File: config.mk
export PLATFORM = sky130hd
export DESIGN_NAME = rpc_row_store
export DESIGN_NICKNAME = d
export VERILOG_FILES = /design/src/rtl/core/rpc_pkg.sv /design/src/rtl/core/rpc_ram.sv /design/src/rtl/core/rpc_row_store.sv
export SDC_FILE = /design/constraint.sdc
export NUM_CORES = 2
export LEC_CHECK = 0
export BUFFER_PORTS_ARGS = -buffer_cell sky130_fd_sc_hd__buf_2
export CAP_MARGIN = 20
export CELL_PAD_IN_SITES_DETAIL_PLACEMENT = 0
export CELL_PAD_IN_SITES_GLOBAL_PLACEMENT = 2
export CORE_UTILIZATION = 42
export CTS_CLUSTER_DIAMETER = 120
export DETAILED_ROUTE_END_ITERATION = 12
export PLACE_DENSITY_LB_ADDON = 0.1
export SLEW_MARGIN = 20
export SYNTH_ARGS = -nofsm -noshare
export SYNTH_HDL_FRONTEND = slang
export SYNTH_SLANG_ARGS = --single-unit
File: constraint.sdc
create_clock -name clk -period 2.64 [get_ports clk]
set_input_delay 0.264 -clock clk [delete_from_list [all_inputs] [get_ports clk]]
set_output_delay 0.264 -clock clk [all_outputs]
set_load 0.02 [all_outputs]
File: src/rtl/core/rpc_pkg.sv
// rpc_pkg: word types and fixed constants of the relation property checker
// depends on nothing; imported by every module of the block
package rpc_pkg;

	localparam int ELEM_W = 6;
	localparam int CFG_W  = 7;

	localparam logic [CFG_W-1:0] ELEMENT_COUNT_RESET = 7'd64;

	// kind codes of an input word
	localparam logic KIND_INSERT   = 1'b0;
	localparam logic KIND_EVALUATE = 1'b1;

	typedef struct packed {
		logic              kind;
		logic [ELEM_W-1:0] first_element;
		logic [ELEM_W-1:0] second_element;
	} item_word_t;

	typedef struct packed {
		logic is_reflexive;
		logic is_symmetric;
		logic is_antisymmetric;
		logic is_transitive;
	} result_word_t;

endpackage

File: src/rtl/core/rpc_ram.sv
// rpc_ram: generic single-port-write, single-port-read ram with registered read
// depends on rpc_pkg only by house convention
module rpc_ram
	import rpc_pkg::*;
#(
	parameter int WIDTH = 64,
	parameter int DEPTH = 64
) (
	input  logic                                    clk,
	input  logic                                    we,
	input  logic [(DEPTH > 1 ? $clog2(DEPTH) : 1)-1:0] waddr,
	input  logic [WIDTH-1:0]                        wdata,
	input  logic                                    re,
	input  logic [(DEPTH > 1 ? $clog2(DEPTH) : 1)-1:0] raddr,
	output logic [WIDTH-1:0]                        rdata
);

	logic [WIDTH-1:0] mem [DEPTH];

	always_ff @(posedge clk) begin
		if (we) begin
			mem[waddr] <= wdata;
		end
		if (re) begin
			rdata <= mem[raddr];
		end
	end

endmodule

File: src/rtl/core/rpc_row_store.sv
// rpc_row_store: relation matrix rows in one ram plus a valid bit per row
// depends on rpc_pkg and rpc_ram; a row never written reads as all zero
module rpc_row_store
	import rpc_pkg::*;
#(
	parameter int MAX_ELEMENTS = 64
) (
	input  logic                                                  clk,
	input  logic                                                  arst_n,
	input  logic                                                  rd_en,
	input  logic [(MAX_ELEMENTS > 1 ? $clog2(MAX_ELEMENTS) : 1)-1:0] rd_addr,
	input  logic                                                  wr_en,
	input  logic [(MAX_ELEMENTS > 1 ? $clog2(MAX_ELEMENTS) : 1)-1:0] wr_addr,
	input  logic [MAX_ELEMENTS-1:0]                               wr_row,
	output logic [MAX_ELEMENTS-1:0]                               rd_row
);

	localparam int IDX_W = (MAX_ELEMENTS > 1) ? $clog2(MAX_ELEMENTS) : 1;

	logic [MAX_ELEMENTS-1:0] valid_q;
	logic [IDX_W-1:0]        rd_addr_s1;
	logic [MAX_ELEMENTS-1:0] ram_rdata;

	rpc_ram #(
		.WIDTH (MAX_ELEMENTS),
		.DEPTH (MAX_ELEMENTS)
	) u_ram (
		.clk   (clk),
		.we    (wr_en),
		.waddr (wr_addr),
		.wdata (wr_row),
		.re    (rd_en),
		.raddr (rd_addr),
		.rdata (ram_rdata)
	);

	always_ff @(posedge clk or negedge arst_n) begin
		if (!arst_n) begin
			valid_q    <= '0;
			rd_addr_s1 <= '0;
		end else begin
			if (wr_en) begin
				valid_q[wr_addr] <= 1'b1;
			end
			if (rd_en) begin
				rd_addr_s1 <= rd_addr;
			end
		end
	end

	assign rd_row = valid_q[rd_addr_s1] ? ram_rdata : '0;

endmodule

==> results.json <==
{
  "status": "finished with violations",
  "violations": "negative setup slack",
  "globalplace.congestion": 0.783,
  "crit_path_start_kind": "flop",
  "synth.distinct_cells": 44,
  "via_count": 81200,
  "rr_startpoint": "u_ram.mem[50][30]",
  "relSlewSlack": 0.232,
  "period_minus_slack_ns": 3.62,
  "hold-path-endpoint": "u_ram.mem[49][0]",
  "p_leak_nw": 62.0,
  "irDropWorstVdd_mv": 0.608,
  "final_max_slew_viol_count": 0,
  "r2r_cells": 4,
  "max_cap_viol_count": 0,
  "grt_max_degree": 71,
  "pin_count": 144,
  "drt_iter0_markers": 10100,
  "slowest_delay_ns": 0.49,
  "cts_max_path_buffers": 4,
  "tritoncts": "done",
  "layout_common_cells": "edfxtp_1, mux4_2, buf_4",
  "die_h_um": 620,
  "fin_nets": 8110,
  "post-place-ws_ns": -0.294,
  "synth_edf_count": 4160,
  "cp.required_ns": 2.38,
  "cts.reportedPaths.clkPinSlew_ns": 0.06,
  "wirelength_um": 506000,
  "slowest_stage": "mux4_2",
  "area_growth_pct": 20.2,
  "path_cells": "buf_12 > mux4_2 > a22oi_1 > nand2_2 > a31oi_4 > buf_12 > buf_12 > buf_16 > a21boi_2 > buf_4",
  "max_slew.worst_pin.slew_ns": 1.15,
  "ys_ff_latch": 4230,
  "die-area_sq_um": 384000,
  "wl_per_cell_um": 37.6,
  "cts_buffers": 452,
  "crit_fanout": 8,
  "htreeDepth": 5,
  "synth_ff_type": "edfxtp_1",
  "whs_path_depth": 1,
  "worst-setup-path-type": "reg2out",
  "rr_endpoint": "u_ram.rdata[30]",
  "finalSetupViolCount": 64,
  "rsz0062_at_grt": "yes",
  "synthCells": 6907,
  "hold_violations": 0,
  "antenna_found_initial": 59,
  "drc": 0,
  "fmax_mhz": 276,
  "core_area_sq_um": 379000,
  "rows": 226,
  "fin_ws_ns": -0.981,
  "cts_root_buf": "clkbuf_16",
  "min_period_over_period": 1.37,
  "hp-start": "wr_row[0]",
  "port-buffer-count": 143,
  "viasPerCell": 6.03,
  "min_path_type": "in2reg",
  "finClkSkew_ns": 0.0503,
  "track_usage": 0.262,
  "syn_area_per_cell_sq_um": 23.2,
  "grt_pass1_wl_um": 689000,
  "drive_above_1_share": 0.341,
  "synth_seq_area_share": 0.791,
  "grt_pass1_vias": 82800,
  "die_x_um": 620,
  "ant_nets": 0,
  "start_util": 0.423,
  "rrSetupSlack_ns": 0.43,
  "fin_area_sq_um": 193000,
  "end_kind": "primary output",
  "clock_latency_ns": 0.99,
  "syn-cell-area_sq_um": 160000,
  "dpl.hpwl_um": 304000,
  "fin_cells": 13500,
  "grt_overflow": 0,
  "place_area_sq_um": 176000,
  "ys_warn_count": 0,
  "power_density_nw_per_um2": 762,
  "clock-sinks": 4230,
  "final_common_cell": "edfxtp_1",
  "place_inst": 12500,
  "ys_async_sr_fraction": 0.0165,
  "path_common_cell": "buf_12",
  "dr.pass1.iters": 5,
  "worstPathArrival_ns": 3.36,
  "syn_nets": 6987,
  "fin_setup_tns_ns": -56.95
}
## worst max-delay path by stage
stage	slack (ns)	start	end
global placement	-0.31	rd_addr[5]	u_ram.rdata[34]
CTS	-1.06	rd_addr_s1[0]	rd_row[49]
global route	-1.11	rd_addr_s1[0]	rd_row[46]
floorplan	-0.67	wr_addr[2]	u_ram.mem[13][0]
detailed placement	-0.29	rd_addr[0]	u_ram.rdata[34]
finish	-0.98	rd_addr_s1[0]	rd_row[46]
## critical path, delay by kind of cell, from the launching register on
family,cells,cell delay [ns]
AO/OA/AOI/OAI,3,0.51
buffers and inverters,5,0.83
flip-flops,1,0.39
multiplexers,1,0.49
AND/OR/NAND/NOR,1,0.10
## cells by family after synthesis
group | after synthesis | share of synthesized area
AOI/OAI and AO/OA | 731 | 0.0323
buffers and inverters | 400 | 0.0116
and+or+nand+nor | 318 | 0.00974
DFF | 4230 | 0.791
muxes | 1228 | 0.156
## synthesized netlist by cell type (all sizes together), types with 22 or more instances
master	instances	area, sq um
a22o	58	508
edfxtp	4160	125000
a21boi	65	488
o221ai	77	674
or2	67	419
nand2	55	206
a221oi	155	1360
nor2	109	409
dfrtp	70	1750
clkbuf	199	754
buf	197	1080
mux2i	167	1670
a21oi	162	811
mux2	53	597
mux4	1008	22700
o21ai	112	561
nor2b	22	138
o22ai	56	350
## layer usage
layer | track usage | vias to the layer above | wire length (um)
li1 | - | 32100 | -
met3 | 0.0394 | 530 | 36100
met4 | 0.0490 | 12 | 9390
met1 | 0.380 | 45200 | 215000
met2 | 0.427 | 3307 | 245000
met5 | 0 | - | 75
## area by class of cell
cell class / count / area [sq um]
clock buffer: 553 / 11900
sequential: 4230 / 127000
antenna: 22 / 55.1
tap: 5016 / 6280
multi-input combinational: 2277 / 32500
fill: 29900 / 187000
timing repair buffer: 1065 / 12500
inverter: 4 / 15.0
clock inverter: 283 / 2760
## power by group
group	total [mW]	switching, mW	internal [mW]
Sequential	74.9	0.366	74.6
Combinational	8.92	5.16	3.76
Clock	63.0	26.7	36.4
## flip-flops by register name, indices dropped and copies added (netlist names)
signal	count
u_ram.rdata	64
rd_addr_s1	6
u_ram.mem	4096
valid_q	64
## through the flow
stage	util	power (mW)	hold WS [ns]
3_3_place_gp	0.465	84.7	0.445
3_5_place_dp	0.465	84.8	0.448
6_report	0.508	147	0.0636
2_1_floorplan	-	80.3	-0.0316
4_1_cts	0.506	148	0.000436
5_1_grt	0.508	151	0.0619
## timing repair
item	CTS	global route
pin swaps	18	18
endpoints found under the setup margin	64	64
buffers inserted	3	3
cloned	3	1
gates resized for setup	78	110
endpoints found under the hold margin	1532	1536
hold buffers	47	24
(Power assumes the default switching activity.)
